<file path="config.mk">
export PLATFORM = sky130hd
export DESIGN_NAME = formula_char_tokenizer
export DESIGN_NICKNAME = d
export VERILOG_FILES = /design/src/design/fct_pkg.sv /design/src/design/fct_core.sv /design/src/design/fct_outq.sv /design/src/design/formula_char_tokenizer.sv
export VERILOG_INCLUDE_DIRS = /design/src /design/src/design
export SDC_FILE = /design/constraint.sdc
export NUM_CORES = 1
export LEC_CHECK = 0
export BUFFER_PORTS_ARGS = -buffer_cell sky130_fd_sc_hd__buf_4
export CAP_MARGIN = 0
export CORE_MARGIN = 2
export CORE_UTILIZATION = 40
export CTS_CLUSTER_DIAMETER = 40
export DETAILED_ROUTE_END_ITERATION = 12
export PLACE_DENSITY = 0.61
export SETUP_SLACK_MARGIN = 0.15
export SYNTH_ARGS = -nofsm -noshare
export SYNTH_HDL_FRONTEND = slang
export SYNTH_SLANG_ARGS = --single-unit
</file>
<file path="constraint.sdc">
create_clock -name i_clk -period 10 [get_ports i_clk]
set_clock_uncertainty 0.2 [all_clocks]
set_input_delay 2 -clock i_clk [delete_from_list [all_inputs] [get_ports i_clk]]
set_output_delay 2 -clock i_clk [all_outputs]
set_load 0.05 [all_outputs]
</file>
<file path="src/design/formula_char_tokenizer_assert.svh">
// Assertion macros for the formula character tokenizer.
`ifndef FORMULA_CHAR_TOKENIZER_ASSERT_SVH
`define FORMULA_CHAR_TOKENIZER_ASSERT_SVH
// Implication checked on every clock edge outside reset.
`define FCT_ASSERT_IMP(label, clk, rst_n, ante, cons) \
    label: assert property (@(posedge clk) disable iff (!rst_n) (ante) |-> (cons)) \
        else $error("assertion failed");
// Implication whose consequent is checked in the cycle after the antecedent.
`define FCT_ASSERT_NEXT(label, clk, rst_n, ante, cons) \
    label: assert property (@(posedge clk) disable iff (!rst_n) (ante) |=> (cons)) \
        else $error("assertion failed");
`endif

</file>
<file path="src/design/fct_pkg.sv">
// Package: constants, types and character classes of the formula tokenizer.
`timescale 1ns / 1ps
package fct_pkg;
    localparam int MaxTextLength   = 4096;
    localparam int ScopeStackDepth = 16;
    localparam int PosW            = 13;
    localparam int StartW          = 12;
    localparam int KindW           = 5;
    localparam int ResultCount     = 3;

    typedef enum logic [2:0] {
        MODE_IDLE = 3'd0,
        MODE_NUM  = 3'd1,
        MODE_NAME = 3'd2,
        MODE_STR  = 3'd3,
        MODE_ERR  = 3'd4
    } t_mode;

    localparam logic [KindW-1:0] K_NUMBER    = 5'd0;
    localparam logic [KindW-1:0] K_NAME      = 5'd1;
    localparam logic [KindW-1:0] K_STRING    = 5'd2;
    localparam logic [KindW-1:0] K_ERROR     = 5'd3;
    localparam logic [KindW-1:0] K_SEP       = 5'd17;
    localparam logic [KindW-1:0] K_ROWSEP    = 5'd18;
    localparam logic [KindW-1:0] K_END       = 5'd19;
    localparam logic [KindW-1:0] K_BAD_ERROR = 5'd20;
    localparam logic [KindW-1:0] K_OVERFLOW  = 5'd21;
    localparam logic [KindW-1:0] K_NONE      = 5'd0;

    localparam logic [1:0] REG_ARG = 2'd0;
    localparam logic [1:0] REG_ROW = 2'd1;
    localparam logic [1:0] REG_DEC = 2'd2;

    localparam logic [7:0] CH_SPACE  = 8'h20;
    localparam logic [7:0] CH_DQUOTE = 8'h22;
    localparam logic [7:0] CH_SQUOTE = 8'h27;
    localparam logic [7:0] CH_HASH   = 8'h23;
    localparam logic [7:0] CH_BANG   = 8'h21;
    localparam logic [7:0] CH_QMARK  = 8'h3F;
    localparam logic [7:0] CH_LBRK   = 8'h5B;
    localparam logic [7:0] CH_RBRK   = 8'h5D;
    localparam logic [7:0] CH_A      = 8'h41;
    localparam logic [7:0] CH_SLASH  = 8'h2F;
    localparam logic [7:0] CH_N      = 8'h4E;
    localparam logic [7:0] CH_COLON  = 8'h3A;
    localparam logic [7:0] CH_0      = 8'h30;
    localparam logic [7:0] CH_9      = 8'h39;

    // One emitted token, plus its valid flag.
    typedef struct packed {
        logic              vld;
        logic [KindW-1:0]  kind;
        logic [StartW-1:0] start;
        logic [PosW-1:0]   len;
    } t_tok;

    // Operator kind for a byte, or zero if it is no operator.
    function automatic logic [KindW-1:0] op_kind(input logic [7:0] c);
        logic [KindW-1:0] k;
        k = '0;
        case (c)
            8'h26: k = 5'd4;
            8'h28: k = 5'd5;
            8'h29: k = 5'd6;
            8'h2A: k = 5'd7;
            8'h2B: k = 5'd8;
            8'h2D: k = 5'd9;
            8'h2F: k = 5'd10;
            8'h3C: k = 5'd11;
            8'h3D: k = 5'd12;
            8'h3E: k = 5'd13;
            8'h5E: k = 5'd14;
            8'h7B: k = 5'd15;
            8'h7D: k = 5'd16;
            default: k = '0;
        endcase
        return k;
    endfunction

    function automatic logic is_digit(input logic [7:0] c);
        return (c >= CH_0) && (c <= CH_9);
    endfunction
endpackage

</file>
<file path="src/design/fct_core.sv">
// Single-pass scanner: one character in, up to three tokens out, state update.
`timescale 1ns / 1ps
`default_nettype none
module fct_core #(
    parameter int MAX_LEN = fct_pkg::MaxTextLength,
    parameter int DEPTH   = fct_pkg::ScopeStackDepth
) (
    input  wire logic           i_clk,
    input  wire logic           i_rst_n,
    input  wire logic           i_step,
    input  wire logic [7:0]     i_char,
    input  wire logic           i_last,
    input  wire logic [7:0]     i_arg_sep,
    input  wire logic [7:0]     i_row_sep,
    input  wire logic [7:0]     i_dec_sep,
    output fct_pkg::t_tok       o_tok [fct_pkg::ResultCount]
);
    import fct_pkg::*;
    localparam int DW = $clog2(DEPTH + 1);
    localparam int SW = (DEPTH > 1) ? $clog2(DEPTH) : 1;
    localparam logic [PosW-1:0] MaxL = PosW'(MAX_LEN);
    localparam logic [PosW-1:0] MaxS = PosW'(MAX_LEN - 1);

    t_mode            r_mode, n_mode;
    logic [PosW-1:0]  r_pos, n_pos, r_ostart, n_ostart, r_olen, n_olen;
    logic             r_dec, n_dec, r_fault, n_fault;
    logic [15:0]      r_prev, n_prev;
    logic [DW-1:0]    r_depth, n_depth;
    logic [DEPTH-1:0] r_stack;
    logic             push_en, push_val;
    logic [SW-1:0]    push_idx;
    t_tok             tk [ResultCount];
    int               nt;

    function automatic logic [PosW-1:0] inc(input logic [PosW-1:0] v);
        return (v < MaxL) ? v + 1'b1 : MaxL;
    endfunction
    function automatic logic [PosW-1:0] sat(input logic [PosW-1:0] v);
        return (v > MaxS) ? MaxS : v;
    endfunction

    always_comb begin
        logic [7:0]       c;
        logic [KindW-1:0] k;
        logic             found, do_disp, ends_nm, closer_q;
        logic [PosW-1:0]  spos, epos;
        c = i_char;
        k = op_kind(c);
        spos = sat(r_pos);
        epos = sat(inc(r_pos));
        n_mode = r_mode; n_pos = r_pos; n_ostart = r_ostart; n_olen = r_olen;
        n_dec = r_dec; n_fault = r_fault; n_prev = r_prev; n_depth = r_depth;
        push_en = 1'b0; push_val = 1'b0; push_idx = '0;
        do_disp = 1'b0; found = 1'b0; closer_q = 1'b0;
        nt = 0;
        for (int i = 0; i < ResultCount; i++) begin
            tk[i] = '{vld: 1'b0, kind: K_NONE, start: '0, len: '0};
        end
        ends_nm = (c == i_arg_sep) || (k != '0) || (c == CH_SPACE) || (c == CH_DQUOTE);
        if (r_fault) begin
            if (i_last) begin
                n_mode = MODE_IDLE; n_pos = '0; n_ostart = '0; n_olen = '0;
                n_dec = 1'b0; n_prev = '0; n_depth = '0; n_fault = 1'b0;
            end
        end else begin
            // Name-character handling is repeated in name mode and for a numeral that turns into a name.
            case (r_mode)
                MODE_NUM: begin
                    if (c == CH_COLON || (c == i_dec_sep && r_dec && !is_digit(c))) begin
                        n_mode = MODE_NAME;
                        n_depth = '0;
                        if (c == CH_LBRK || c == CH_SQUOTE) begin
                            if (DEPTH < 1) begin
                                n_fault = 1'b1;
                            end else begin
                                push_en = 1'b1; push_idx = '0;
                                push_val = (c == CH_SQUOTE);
                                n_depth = DW'(1); n_olen = inc(r_olen);
                            end
                        end else if (ends_nm) begin
                            tk[0] = '{1'b1, K_NAME, r_ostart[StartW-1:0], r_olen};
                            nt = 1; n_mode = MODE_IDLE; do_disp = 1'b1;
                        end else begin
                            n_olen = inc(r_olen);
                        end
                    end else if (is_digit(c)) begin
                        n_olen = inc(r_olen);
                    end else if (c == i_dec_sep) begin
                        n_dec = 1'b1; n_olen = inc(r_olen);
                    end else begin
                        tk[0] = '{1'b1, K_NUMBER, r_ostart[StartW-1:0], r_olen};
                        nt = 1; n_mode = MODE_IDLE; do_disp = 1'b1;
                    end
                end
                MODE_NAME: begin
                    closer_q = r_stack[SW'(r_depth - 1'b1)];
                    if (r_depth != '0 && c == (closer_q ? CH_SQUOTE : CH_RBRK)) begin
                        n_depth = r_depth - 1'b1; n_olen = inc(r_olen);
                    end else if (c == CH_LBRK || c == CH_SQUOTE) begin
                        if (r_depth >= DW'(DEPTH)) begin
                            tk[0] = '{1'b1, K_OVERFLOW, r_ostart[StartW-1:0], inc(r_olen)};
                            nt = 1; n_fault = 1'b1;
                        end else begin
                            push_en = 1'b1; push_idx = SW'(r_depth);
                            push_val = (c == CH_SQUOTE);
                            n_depth = r_depth + 1'b1; n_olen = inc(r_olen);
                        end
                    end else if (r_depth == '0 && ends_nm) begin
                        tk[0] = '{1'b1, K_NAME, r_ostart[StartW-1:0], r_olen};
                        nt = 1; n_mode = MODE_IDLE; do_disp = 1'b1;
                    end else begin
                        n_olen = inc(r_olen);
                    end
                end
                MODE_STR: begin
                    if (c == CH_DQUOTE) begin
                        tk[0] = '{1'b1, K_STRING, r_ostart[StartW-1:0], r_olen};
                        nt = 1; n_mode = MODE_IDLE;
                    end else begin
                        n_olen = inc(r_olen);
                    end
                end
                MODE_ERR: begin
                    found = (c == CH_BANG) || (c == CH_QMARK) ||
                            (c == CH_A && r_olen == PosW'(3) && r_prev[7:0] == CH_SLASH &&
                             r_prev[15:8] == CH_N);
                    n_olen = inc(r_olen);
                    if (found) begin
                        tk[0] = '{1'b1, K_ERROR, r_ostart[StartW-1:0], n_olen};
                        nt = 1; n_mode = MODE_IDLE;
                    end
                end
                default: begin
                    n_mode = MODE_IDLE; do_disp = 1'b1;
                end
            endcase
            if (do_disp) begin
                if (is_digit(c)) begin
                    n_mode = MODE_NUM; n_ostart = spos; n_olen = PosW'(1); n_dec = 1'b0;
                end else if (k != '0) begin
                    tk[nt] = '{1'b1, k, spos[StartW-1:0], PosW'(1)}; nt = nt + 1;
                end else if (c == CH_SPACE) begin
                    n_mode = MODE_IDLE;
                end else if (c == CH_DQUOTE) begin
                    n_mode = MODE_STR; n_ostart = epos; n_olen = '0;
                end else if (c == CH_HASH) begin
                    n_mode = MODE_ERR; n_ostart = spos; n_olen = PosW'(1);
                end else if (c == i_arg_sep) begin
                    tk[nt] = '{1'b1, K_SEP, spos[StartW-1:0], PosW'(1)}; nt = nt + 1;
                end else if (c == i_row_sep) begin
                    tk[nt] = '{1'b1, K_ROWSEP, spos[StartW-1:0], PosW'(1)}; nt = nt + 1;
                end else begin
                    // Start a name; this byte cannot end it.
                    n_mode = MODE_NAME; n_ostart = spos; n_olen = '0; n_depth = '0;
                    if (c == CH_LBRK || c == CH_SQUOTE) begin
                        push_en = 1'b1; push_idx = '0; push_val = (c == CH_SQUOTE);
                        n_depth = DW'(1); n_olen = PosW'(1);
                    end else begin
                        n_olen = PosW'(1);
                    end
                end
            end
            if (i_last) begin
                if (!n_fault) begin
                    case (n_mode)
                        MODE_NUM: begin
                            tk[nt] = '{1'b1, K_NUMBER, n_ostart[StartW-1:0], n_olen}; nt = nt + 1;
                        end
                        MODE_NAME: begin
                            tk[nt] = '{1'b1, K_NAME, n_ostart[StartW-1:0], n_olen}; nt = nt + 1;
                        end
                        MODE_STR: begin
                            tk[nt] = '{1'b1, K_STRING, n_ostart[StartW-1:0], n_olen}; nt = nt + 1;
                        end
                        MODE_ERR: begin
                            tk[nt] = '{1'b1, K_BAD_ERROR, n_ostart[StartW-1:0], n_olen};
                            nt = nt + 1; n_fault = 1'b1;
                        end
                        default: ;
                    endcase
                    if (!n_fault) begin
                        tk[nt] = '{1'b1, K_END, epos[StartW-1:0], '0};
                        nt = nt + 1;
                    end
                end
                n_mode = MODE_IDLE; n_pos = '0; n_ostart = '0; n_olen = '0;
                n_dec = 1'b0; n_prev = '0; n_depth = '0; n_fault = 1'b0;
            end else begin
                n_pos = inc(r_pos);
                n_prev = {r_prev[7:0], c};
            end
        end
    end

    assign o_tok = tk;

    always_ff @(posedge i_clk) begin
        if (!i_rst_n) begin
            r_mode <= MODE_IDLE; r_pos <= '0; r_ostart <= '0; r_olen <= '0;
            r_dec <= 1'b0; r_prev <= '0; r_depth <= '0; r_fault <= 1'b0;
        end else if (i_step) begin
            r_mode <= n_mode; r_pos <= n_pos; r_ostart <= n_ostart; r_olen <= n_olen;
            r_dec <= n_dec; r_prev <= n_prev; r_depth <= n_depth; r_fault <= n_fault;
        end
    end

    always_ff @(posedge i_clk) begin
        if (i_step && push_en) begin
            r_stack[push_idx] <= push_val;
        end
    end
endmodule
`default_nettype wire

</file>
<file path="src/design/fct_outq.sv">
// Output queue: takes up to three tokens per beat and hands them out one at a time.
`timescale 1ns / 1ps
`default_nettype none
module fct_outq (
    input  wire logic           i_clk,
    input  wire logic           i_rst_n,
    input  wire logic           i_push,
    input  fct_pkg::t_tok       i_tok [fct_pkg::ResultCount],
    input  wire logic           i_pop,
    output logic                o_room,
    output logic                o_valid,
    output fct_pkg::t_tok       o_head,
    output logic                o_last
);
    import fct_pkg::*;
    localparam int Depth = 8;
    typedef struct packed {
        t_tok tok;
        logic last;
    } t_ent;

    t_ent       r_mem [Depth];
    logic [2:0] r_wp, r_rp;
    logic [3:0] r_cnt, n_cnt;
    logic [1:0] cnt_in;
    logic [2:0] wa [ResultCount];

    always_comb begin
        cnt_in = '0;
        for (int i = 0; i < ResultCount; i++) begin
            if (i_push && i_tok[i].vld) cnt_in = cnt_in + 1'b1;
        end
        for (int i = 0; i < ResultCount; i++) wa[i] = r_wp + 3'(i);
    end

    assign o_room  = r_cnt <= 4'(Depth - ResultCount);
    assign o_valid = r_cnt != '0;
    assign o_head  = r_mem[r_rp].tok;
    assign o_last  = r_mem[r_rp].last;
    assign n_cnt   = r_cnt + 4'(cnt_in) - 4'(i_pop && o_valid);

    always_ff @(posedge i_clk) begin
        for (int i = 0; i < ResultCount; i++) begin
            if (i_push && i_tok[i].vld) begin
                r_mem[wa[i]] <= '{tok: i_tok[i],
                    last: (i == ResultCount - 1) ? 1'b1 : !i_tok[(i + 1) % ResultCount].vld};
            end
        end
    end

    always_ff @(posedge i_clk) begin
        if (!i_rst_n) begin
            r_wp <= '0; r_rp <= '0; r_cnt <= '0;
        end else begin
            r_wp  <= r_wp + 3'(cnt_in);
            r_rp  <= r_rp + 3'(i_pop && o_valid);
            r_cnt <= n_cnt;
        end
    end
endmodule
`default_nettype wire

</file>
<file path="src/design/formula_char_tokenizer.sv">
// Top level of the formula character tokenizer.
`timescale 1ns / 1ps
`default_nettype none
// Formula character tokenizer: feed one formula byte per beat, flag the last byte
// with i_end_of_text, and take tokens (kind, start, length) from the output side.
// Every byte is scanned in the cycle it is accepted; a byte can be taken every
// cycle while the eight-entry result queue has room for three more tokens; with
// several tokens per byte the rate is set by the queue drain of one token per
// cycle while i_stall is low. o_run_last marks a byte's last token. The user must
// write separator registers via the config port while idle; the block won't check.
module formula_char_tokenizer #(
    parameter int MAX_TEXT_LENGTH   = fct_pkg::MaxTextLength,
    parameter int SCOPE_STACK_DEPTH = fct_pkg::ScopeStackDepth
) (
    input  wire logic       i_clk,
    input  wire logic       i_rst_n,
    input  wire logic       i_valid,
    output logic            o_stall,
    input  wire logic [7:0] i_char_code,
    input  wire logic       i_end_of_text,
    output logic            o_valid,
    input  wire logic       i_stall,
    output logic [4:0]      o_token_kind,
    output logic [11:0]     o_token_start,
    output logic [12:0]     o_token_length,
    output logic            o_run_last,
    input  wire logic       i_cfg_valid,
    output logic            o_cfg_ready,
    input  wire logic [1:0] i_cfg_index,
    input  wire logic [7:0] i_cfg_data
);
    import fct_pkg::*;
    `include "formula_char_tokenizer_assert.svh"

    logic [7:0] r_arg, r_row, r_dec;
    logic       step, room, pop;
    t_tok       toks [ResultCount];
    t_tok       head;

    // Accept a byte only while the queue can absorb a full burst.
    assign o_stall     = !room;
    assign step        = i_valid && room;
    assign o_cfg_ready = 1'b1;
    assign pop         = o_valid && !i_stall;

    always_ff @(posedge i_clk) begin
        if (!i_rst_n) begin
            r_arg <= 8'h2C; r_row <= 8'h3B; r_dec <= 8'h2E;
        end else if (i_cfg_valid) begin
            case (i_cfg_index)
                REG_ARG: r_arg <= i_cfg_data;
                REG_ROW: r_row <= i_cfg_data;
                REG_DEC: r_dec <= i_cfg_data;
                default: ;
            endcase
        end
    end

    fct_core #(.MAX_LEN(MAX_TEXT_LENGTH), .DEPTH(SCOPE_STACK_DEPTH)) u_core (
        .i_clk, .i_rst_n, .i_step(step), .i_char(i_char_code), .i_last(i_end_of_text),
        .i_arg_sep(r_arg), .i_row_sep(r_row), .i_dec_sep(r_dec), .o_tok(toks)
    );

    fct_outq u_q (
        .i_clk, .i_rst_n, .i_push(step), .i_tok(toks), .i_pop(pop),
        .o_room(room), .o_valid, .o_head(head), .o_last(o_run_last)
    );

    assign o_token_kind   = head.kind;
    assign o_token_start  = head.start;
    assign o_token_length = head.len;

    // A byte that yields a third token must have yielded the first two.
    `FCT_ASSERT_IMP(a_tok_order, i_clk, i_rst_n, toks[2].vld, toks[0].vld && toks[1].vld)
    // A stalled output keeps its token.
    `FCT_ASSERT_NEXT(a_hold, i_clk, i_rst_n, o_valid && i_stall, o_valid && $stable(head))
endmodule
`default_nettype wire

</file>
### Word-level counts from Yosys, hierarchy flattened

Memories as Yosys holds them, arrays and structs flattened. A register that Yosys moved wholly into a read port is not among the register bits.
Index checks and enable logic that the tools add are counted.
W data, S select, Z words.

| operators by class | value |
|---|---|
| add/subtract/negate cells | 14 |
| multiply operators | 0 |
| divide/modulo/power cells | 0 |
| magnitude comparators | 17 |
| equality and inequality tests | 40 |
| shifts and indexed selects | 0 |
| multiplexer cells | 247 |
| bitwise gates (word level) | 3 |
| reduce and logical (&&, ||, !) cells | 42 |

Operator list:

| operator | number |
|---|---|
| $mux W93 | 16 |
| $bwmux W93 | 8 |
| $mux W32 | 19 |
| $mux W31 | 15 |
| $pmux W93 S4 | 1 |
| $mux W13 | 26 |
| $demux W31 S2 | 3 |
| $mux W12 | 13 |
| $eq A8 B6 Y1 const B | 18 |
| $pmux W32 S4 | 1 |
| $pmux W31 S4 | 1 |
| $ge A32 B3 Y1 const B | 3 |
| $lt A32 B1 Y1 const B | 3 |
| $not A32 Y32 | 3 |
| $mux W1 | 76 |
| $mux W5 | 15 |
| $mux W3 | 22 |
| $pmux W5 S13 | 1 |
| $add A32 B2 Y32 const B | 2 |
| $mux W4 | 14 |
| $pmux W13 S4 | 1 |
| $eq A8 B7 Y1 const B | 6 |
| $mux W16 | 3 |
| $eq A8 B8 Y1 | 4 |
| 45 further kinds | 89 |

| word-level totals | value |
|---|---|
| register bits after elaboration | 114 |
| latch bits | 0 |
| bits in writable memories | 256 |
| memory bits (read-only) | 0 |
| output and inout bits | 34 |
| word-level logic and storage cells | 379 |
| memories kept | 1 |

Memory list:

| memory | depth | bits a word | rd ports | clocked after memory_dff | write ports | line | source |
|---|---|---|---|---|---|---|---|
| u_q.r_mem | 8 | 32 | 1 | 1 | 3 | fct_outq.sv:22 | `t_ent r_mem [Depth];` |

### Longest topological paths before layout

Gate-level depths: netlist of run 1.

| depth | value |
|---|---|
| depth after elaboration | 45 |
| mapped depth | 34 |

### Cells and area by module

From an unflattened synthesis of run 1, not the netlist that was laid out.

| unflattened totals | value |
|---|---|
| cells, all modules | 2752 |
| area total of the unflattened synthesis | 25884.8 µm² |

Modules (own cells, without submodules):

| module | times used | cells each | area an instance (µm²) | sequential area each (µm²) |
|---|---|---|---|---|
| fct_outq | 1 | 1416 | 16022.9 | 7807.5 |
| fct_core | 1 | 1237 | 8869.8 | 1761.7 |
| formula_char_tokenizer | 1 | 99 | 992.2 | 480.5 |

### Least setup slack after synthesis of run 1

No wires, ideal clock.

| timing | value |
|---|---|
| path kind | in2reg |
| start point | in i_char_code[4] |
| end point | reg u_q.r_cnt[3] |
| arrival | 8.031 ns |
| required time | 9.685 ns |
| slack | 1.654 ns |
| cell stages on the path | 30 |
| path through | buf_2 -> or3b_1 -> nor4_2 -> nand2_4 -> a31o_2 -> nor2_1 -> inv_1 -> clkbuf_1 -> ha_1 -> nor3_1 -> o31ai_4 -> ha_1 -> nor2_1 -> nand2_1 -> nor3_2 -> o21a_1 -> buf_4 -> o21ai_1 -> nor2_1 -> inv_1 -> ha_1 -> inv_1 -> mux2i_1 -> ha_1 -> inv_1 -> ha_1 -> a21o_1 -> a21oi_1 -> xor2_1 -> and2_1 |

| on the way | value |
|---|---|
| longest elaborated chain between the ends | 45 |
| elaborated cells between the ends (all ways) | 181 |
| classes of those cells | add/sub (6); order compare (8); eq/ne (30); mux (110); bitwise (3); reduce/logical (24) |

Ends and longest elaborated chain:

| element | line | source |
|---|---|---|
| start, declared | formula_char_tokenizer.sv:19 | `input wire logic [7:0] i_char_code,` |
| $eq A8 B7 Y1 or $eq A8 B6 Y1 (tied branches) | fct_pkg.sv:61 | `case (c)` |
| $pmux W5 S13 | fct_pkg.sv:61 |  |
| $reduce_bool A5 Y1 | fct_core.sv:59, fct_core.sv:140 |  |
| $logic_or A1 B1 Y1 (3 in a row) | fct_core.sv:59 | `ends_nm = (c == i_arg_sep) \|\| (k != '0) \|\| (c == CH_SPACE) \|\| (c == CH_DQUOTE);` |
| $logic_and A1 B1 Y1 | fct_core.sv:108 | `end else if (r_depth == '0 && ends_nm) begin` |
| $mux W1 | fct_core.sv:108 |  |
| $mux W32 | fct_core.sv:99 | `end else if (c == CH_LBRK \|\| c == CH_SQUOTE) begin` |
| $mux W32 | fct_core.sv:97 | `if (r_depth != '0 && c == (closer_q ? CH_SQUOTE : CH_RBRK)) begin` |
| [27 not listed] | -- |  |
| $logic_and A1 B1 Y1 | fct_outq.sv:31 | `if (i_push && i_tok[i].vld) cnt_in = cnt_in + 1'b1;` |
| $mux W1 | fct_outq.sv:31 |  |
| $add A1 B1 Y2 | fct_outq.sv:31 |  |
| $mux W2 | fct_outq.sv:31 |  |
| $add A2 B1 Y2 | fct_outq.sv:31 |  |
| $mux W2 * | fct_outq.sv:31 |  |
| $add A4 B2 Y4 * | fct_outq.sv:40 | `assign n_cnt = r_cnt + 4'(cnt_in) - 4'(i_pop && o_valid);` |
| $sub A4 B1 Y4 * | fct_outq.sv:40 |  |
| end signal, assigned | fct_outq.sv:57 | `r_cnt <= n_cnt;` |
| end, declared | fct_outq.sv:24 | `logic [3:0] r_cnt, n_cnt;` |

Every way passes the cells marked *; elsewhere a longest branch is shown, timed or not. The select of a mux whose other input is x is not followed.
A chain may end at the register's enable or synchronous reset.

### Worst setup path after layout of run 1

| timing | value |
|---|---|
| start point | in i_char_code[2] |
| end point | reg u_q.r_cnt[3] |

Same word-level chain as after synthesis.

==> reports/qor.txt, run 1 <==
DRC: 0
Post-synthesis cell count: 2704
Met2 WL post-DR: 42.1 mm
Nets: 2711
Final Critical Period: 8.39 ns
Metal-1 WL: 38.9 mm
DR top layer: met4
Worst-path clk slew: 0.06 ns
Clock root cell: clkbuf_16
Place WS: 1.09 ns
DP Area: 26600 sq um
Register bit total from synthesis: 362
Antenna Cells: 0
Layout fillers: 5936
IO buf count: 56
Drt wl/cell: 26.8 um
Tcrit/Tclk final: 0.839
Max transition margin: 0.108
Drt via density: 6.50
Worst Tran Pin Value: 1.33 ns
RePlAce Congestion: 0.965
H-Tree Depth: 2
Power share of the clock group: 0.348
Register share of total power: 0.299
Avg Synthesized Cell Area: 9.44 sq um
Setup TNS: 0 ns
Max-cap violations: 0
Core footprint: 63100 sq um
Grt ovf: 0
NetSw: 2.47 mW
Post-CTS sizing: 0
Setup Crit Path Kind: input port to flip-flop
Synthesized Nets: 2756
Peak Freq: 119 MHz
Reg-to-Reg Start: u_core.r_depth[0]
Vias: 23115
Int Power: 4.08 mW
Sink Count: 362
Setup Buffers After CTS: 0
Worst R2R Path Depth: 30
Largest net degree at the start of global routing: 98
Final setup margin: 1.61 ns
Post-synth EDFFs: 256
FF-to-FF setup slack: 2.45 ns
RSZ-0062 raised after global routing: no
Tightest Hold Check Type: flip-flop to flip-flop
1st-iter DRT viols: 3142
Crit path from: i_char_code[2]
Sw Ratio: 0.377
Ys async rst share: 0
Post-synth cell types: 113
Reg-to-reg critical path endpoint: u_q.r_cnt[3]
Die area: 65800 sq um
DR WL met3: 9.96 mm
Max Fanout on Critical Path: 33
TritonCTS clock tree: done
Post-Route Utilization: 0.457
Die H: 257 um
Area of the mapped netlist: 25500 sq um
WP data required: 10.34 ns
CP most frequent cell: ha_1
CP peak stage delay: 0.58 ns
Leak: 10.8 nW
Rows: 92
Post-DP HPWL: 64.3 mm
Worst Setup EP: u_q.r_cnt[3]
Routed WL: 95.3 mm
Clk buf depth: 3
Layout cell share with drive strength beyond 1: 0.163
Clk Latency, worst-skew pair: 0.65 ns
Yosys warns: 0
Combinational fraction of design power: 0.353
Initial core utilization: 0.405
Sequential fraction of the synthesis area: 0.384
Tot GR Track Use: 0.282
Pre-antenna DRT Iters: 7
Worst path arrival time: 8.73 ns
Setup-failing EPs final: 0
Initial antenna violation count: 0
Primary FF master, synth: edfxtp_1
Number of global-route vias before repair: 22126
Status: complete, no violations
Final hold violation count: 0
I/O pin cnt: 58
Die X: 257 um
Worst Setup Start Kind: input port
Crit. End Element: flip-flop
Final Cell Area: 28800 sq um
Max VDD drop: 0.168 mV
CTS Buf Count: 61
Global-route wire length before repair: 143 mm
Pins Over Slew Limit: 0
Highest-delay cell along the critical path: o31ai_4
Power per cell area: 227 nW/um^2
Hold_buf cts: 0
ANT nets after route: 0
Area grow syn2layout: 12.9%
## cells by family after synthesis
family          count (synthesis)  synth area share
mux                           301             0.153
compound gates                734             0.199
other cells                     1          0.000147
simple gates                  958             0.185
flops                         362             0.384
buf+inv                       266            0.0461
xor+xnor                       54            0.0185
fa+ha+maj                      28            0.0143
## worst max-delay path: cells and delay by family
family,cells,cell delay [ns]
AO/OA/AOI/OAI,8,2.58
XOR/XNOR,1,0.08
adder cells (fa/ha/maj),5,1.23
buffers and inverters,6,0.84
multiplexers,1,0.10
AND/OR/NAND/NOR,9,1.86
## synthesized netlist by cell type, drive strengths merged, types with 20 or more instances
master  instances  area share
xor2           23      0.0079
a21o           25      0.0074
nand2         346       0.051
a22oi          88       0.026
and3           20      0.0051
xnor2          31       0.011
dfxtp         106       0.083
mux2i         200       0.078
inv            38      0.0057
buf           109       0.023
o21ai         207       0.041
edfxtp        256        0.30
a21boi         23      0.0074
clkbuf        118       0.017
nor3           76       0.016
nand3         123       0.025
ha             26       0.013
a31oi          24      0.0072
and2           42       0.010
a21oi         150       0.030
o221ai         44       0.015
nor2          157       0.024
mux2           34       0.015
o211ai         26      0.0076
nor4           23      0.0064
a211oi         21      0.0089
mux4           67       0.059
nor2b          54       0.013
## stage by stage
stage	hold WS (ns)	std cells	total power [mW]
finish	0.280	3557	6.55
global route	0.299	3557	6.80
CTS	0.282	3557	6.53
detailed placement	0.275	3442	4.26
global placement	0.269	3442	4.22
floorplan	0.255	2704	3.57
## cell type report
cell class | count | area [sq um] | share of cell area
clock buffers | 64 | 1540 | 0.0534
repair buffers | 119 | 906 | 0.0314
flip-flops and latches | 362 | 9820 | 0.341
multi-input cells | 2076 | 14600 | 0.508
inverters | 39 | 149 | 0.00517
well taps | 846 | 1060 | 0.0367
clock inverters | 51 | 709 | 0.0246
## power by group through the flow
stage | sequential, mW | combinational (mW) | clock [mW]
finish | 1.96 | 2.31 | 2.28
global route | 1.98 | 2.46 | 2.36
CTS | 1.96 | 2.28 | 2.29
detailed placement | 1.99 | 2.27 | 0
global placement | 1.98 | 2.24 | 0
floorplan | 1.92 | 1.66 | 0
## registers in the layout, indices dropped and copies added, names as in the netlist, 5 cells and up
| name | count |
|---|---|
| u_core.r_ostart | 12 |
| r_row | 8 |
| u_core.r_olen | 13 |
| u_core.r_stack | 16 |
| u_q.r_mem | 248 |
| u_core.r_depth | 5 |
| r_arg | 8 |
| r_dec | 8 |
| u_core.r_pos | 13 |
| u_core.r_prev | 16 |
## worst min path at each step
stage,from,end,cells past startpoint
floorplan,r_row[2],r_row[2],2
global placement,r_row[4],r_row[4],2
detailed placement,r_row[4],r_row[4],2
CTS,r_row[4],r_row[4],2
global route,r_row[4],r_row[4],2
finish,r_row[4],r_row[4],2
## per-layer routing
| metal | global-route usage | vias to the layer above |
|---|---|---|
| met1 | 0.385 | 11189 |
| met2 | 0.434 | 1478 |
| met3 | 0.0573 | 282 |
| met5 | 0 | - |
| li1 | - | 10166 |
| met4 | 0.121 | 0 |
## cells in the final DEF (no fill, tap or decap), types with 14 or more instances in the layout
| cell | count |
|---|---|
| a22oi_1 | 87 |
| a31oi_1 | 20 |
| nand4_1 | 17 |
| nand3_1 | 115 |
| clkbuf_16 | 61 |
| inv_1 | 36 |
| nand2_1 | 345 |
| xnor2_1 | 31 |
| and2_1 | 42 |
| nor4_1 | 20 |
| ha_1 | 26 |
| nand2b_1 | 16 |
| nand3b_1 | 17 |
| mux2i_1 | 200 |
| o211ai_1 | 26 |
| buf_4 | 118 |
| a21oi_1 | 145 |
| dfxtp_1 | 103 |
| a21boi_0 | 18 |
| nor3_1 | 67 |
| or3_1 | 18 |
| nor2b_1 | 54 |
| edfxtp_1 | 256 |
| o31ai_1 | 14 |
| mux4_2 | 67 |
| o221ai_1 | 44 |
| and3_1 | 19 |
| xor2_1 | 23 |
| nor2_1 | 147 |
| a21o_1 | 23 |
| a211oi_2 | 14 |
| o21ai_0 | 100 |
| mux2_2 | 34 |
| o21ai_1 | 101 |
No activity file was read; power rests on OpenSTA's default activity.
==> run 2: changes to the inputs <==
clock period = 8.7 ns   (was 10 ns; I/O delays follow)
==> run 2 against run 1 <==
Compared with the run above:
- sequential share of layout area is 0.18 points lower
- wire length is 0.69% higher
- flip-flop and latch count stayed put
- die area stayed put
- via count hardly changed
- highest routed layer unchanged
- worst setup slack worse by 0.53 ns
- core utilization is 0.25 points higher
- register-to-register slack worse by 1.1 ns
- clock power is 14% higher
- global-route usage is 0.16 points higher
==> reports/qor.txt, run 2 (synthesis results as in run 1) <==
ANT nets after route: 0
Hold_buf cts: 0
Final hold violation count: 0
Leak: 10.9 nW
CTS Buf Count: 67
Grt ovf: 0
Max-cap violations: 0
Worst hold stages: 2
TritonCTS clock tree: done
Global-route wire length before repair: 143 mm
Worst-path clk slew: 0.05 ns
Status: complete, no violations
Worst Tran Pin Value: 1.16 ns
RePlAce Congestion: 0.965
Die H: 257 um
Setup Buffers After CTS: 0
Crit. End Element: flip-flop
Initial antenna violation count: 1
Pre-antenna DRT Iters: 5
Drt wl/cell: 26.8 um
Setup-failing EPs final: 0
Final Critical Period: 7.63 ns
Reg-to-Reg Start: u_core.r_depth[0]
Tightest Hold Check Type: flip-flop to flip-flop
CP peak stage delay: 0.54 ns
Layout cell share with drive strength beyond 1: 0.167
Final setup margin: 1.07 ns
Commonest cells after routing, fill and taps aside: 345 x nand2_1, 256 x edfxtp_1, 200 x mux2i_1
Max VDD drop: 0.141 mV
RSZ-0062 raised after global routing: no
Die area: 65800 sq um
Bufs and invs on worst path: 8
Place WS: 0.608 ns
Max Fanout on Critical Path: 20
Routed WL: 96.0 mm
Die X: 257 um
I/O pin cnt: 58
Clk Latency, worst-skew pair: 0.61 ns
Tot GR Track Use: 0.284
Clk buf depth: 3
Sink Count: 362
Tcrit/Tclk final: 0.876
Reg-to-reg critical path endpoint: u_q.r_cnt[3]
FF-to-FF setup slack: 1.39 ns
DRC: 0
Area grow syn2layout: 13.5%
Pins Over Slew Limit: 0
CP most frequent cell: ha_1
Setup Crit Path Kind: input port to flip-flop
Largest net degree at the start of global routing: 98
Worst R2R Path Depth: 32
Hold EP: r_row[2]
1st-iter DRT viols: 2910
DP Area: 26700 sq um
Rows: 92
Largest register FFs: 248
Worst hold start: r_row[2]
IO buf count: 56
Highest-delay cell along the critical path: nor4b_1
Number of global-route vias before repair: 22000
WP data required: 9.00 ns
Most common cell after layout, fill and taps aside: nand2_1
Setup TNS: 0 ns
Max transition margin: 0.222
Drt via density: 6.45
Post-DP HPWL: 65.5 mm
CP top delay family: simple AND/OR/NAND/NOR gates
Final Cell Area: 29000 sq um
Power per cell area: 260 nW/um^2
Layout fillers: 6034
Worst path arrival time: 7.92 ns
Vias: 23108
Clock root cell: clkbuf_16
Nets: 2737
Core footprint: 63100 sq um
Worst Setup Start Kind: input port
Peak Freq: 131 MHz
Initial core utilization: 0.405
H-Tree Depth: 3
Post-CTS sizing: 0
run 2: cell count changes in the layout (fill, tap and decap cells not counted), sizes merged, moves of 2 or more:
cell,change
buf,+20
clkbuf,+18
inv,-5
clkinvlp,-2
bufinv,-4
run 2: cell type report:
type / instances / area, sq um / share of cell area
antenna: 1 / 2.50 / 0.0000864
clock buffer: 82 / 1780 / 0.0615
clock inverter: 39 / 443 / 0.0153
inverter: 39 / 149 / 0.00514
multi-input combinational: 2076 / 14600 / 0.505
sequential: 362 / 9820 / 0.339
tap: 846 / 1060 / 0.0365
timing repair buffer: 139 / 1080 / 0.0373
run 2: worst register-to-register path: cells and delay by family (launching register included):
kind / cells / cell delay [ns]
flops: 1 / 0.69
mux: 3 / 1.06
xor+xnor: 1 / 0.08
fa+ha+maj: 6 / 1.81
compound gates: 6 / 0.92
simple gates: 8 / 1.39
buf+inv: 8 / 1.04
run 2: power by group:
group	switching, mW	internal [mW]	total, mW
logic	1.70	0.960	2.66
registers	0.134	2.14	2.27
clock network	0.970	1.63	2.60
run 2: how the worst max path moves through the flow:
| stage | startpoint | end | slack, ns | cells past startpoint |
|---|---|---|---|---|
| floorplan | i_char_code[4] | u_q.r_cnt[3] | 0.61 | 30 |
| global placement | i_char_code[2] | u_q.r_cnt[3] | 0.62 | 32 |
| detailed placement | i_char_code[2] | u_q.r_cnt[3] | 0.61 | 32 |
| CTS | i_char_code[2] | u_q.r_cnt[3] | 1.22 | 32 |
| global route | i_char_code[4] | u_q.r_cnt[3] | 0.74 | 31 |
| finish | i_char_code[4] | u_q.r_cnt[3] | 1.07 | 31 |
run 2: per-layer routing:
metal | routed length, um | vias up | global-route usage | part of all wire
met5 | 0 | - | 0 | 0
met4 | 3940 | 0 | 0.125 | 0.041
met3 | 8940 | 260 | 0.0463 | 0.093
met2 | 43200 | 1377 | 0.441 | 0.45
met1 | 39900 | 11256 | 0.390 | 0.42
li1 | - | 10215 | - | -
run 2: through the flow:
stage,utilization,power (mW),std cells,hold WS [ns]
detailed placement,0.424,4.91,3462,0.283
finish,0.459,7.53,3584,0.294
global route,0.459,7.81,3583,0.324
CTS,0.459,7.52,3583,0.293
floorplan,-,4.11,2704,0.255
global placement,0.424,4.88,3462,0.274
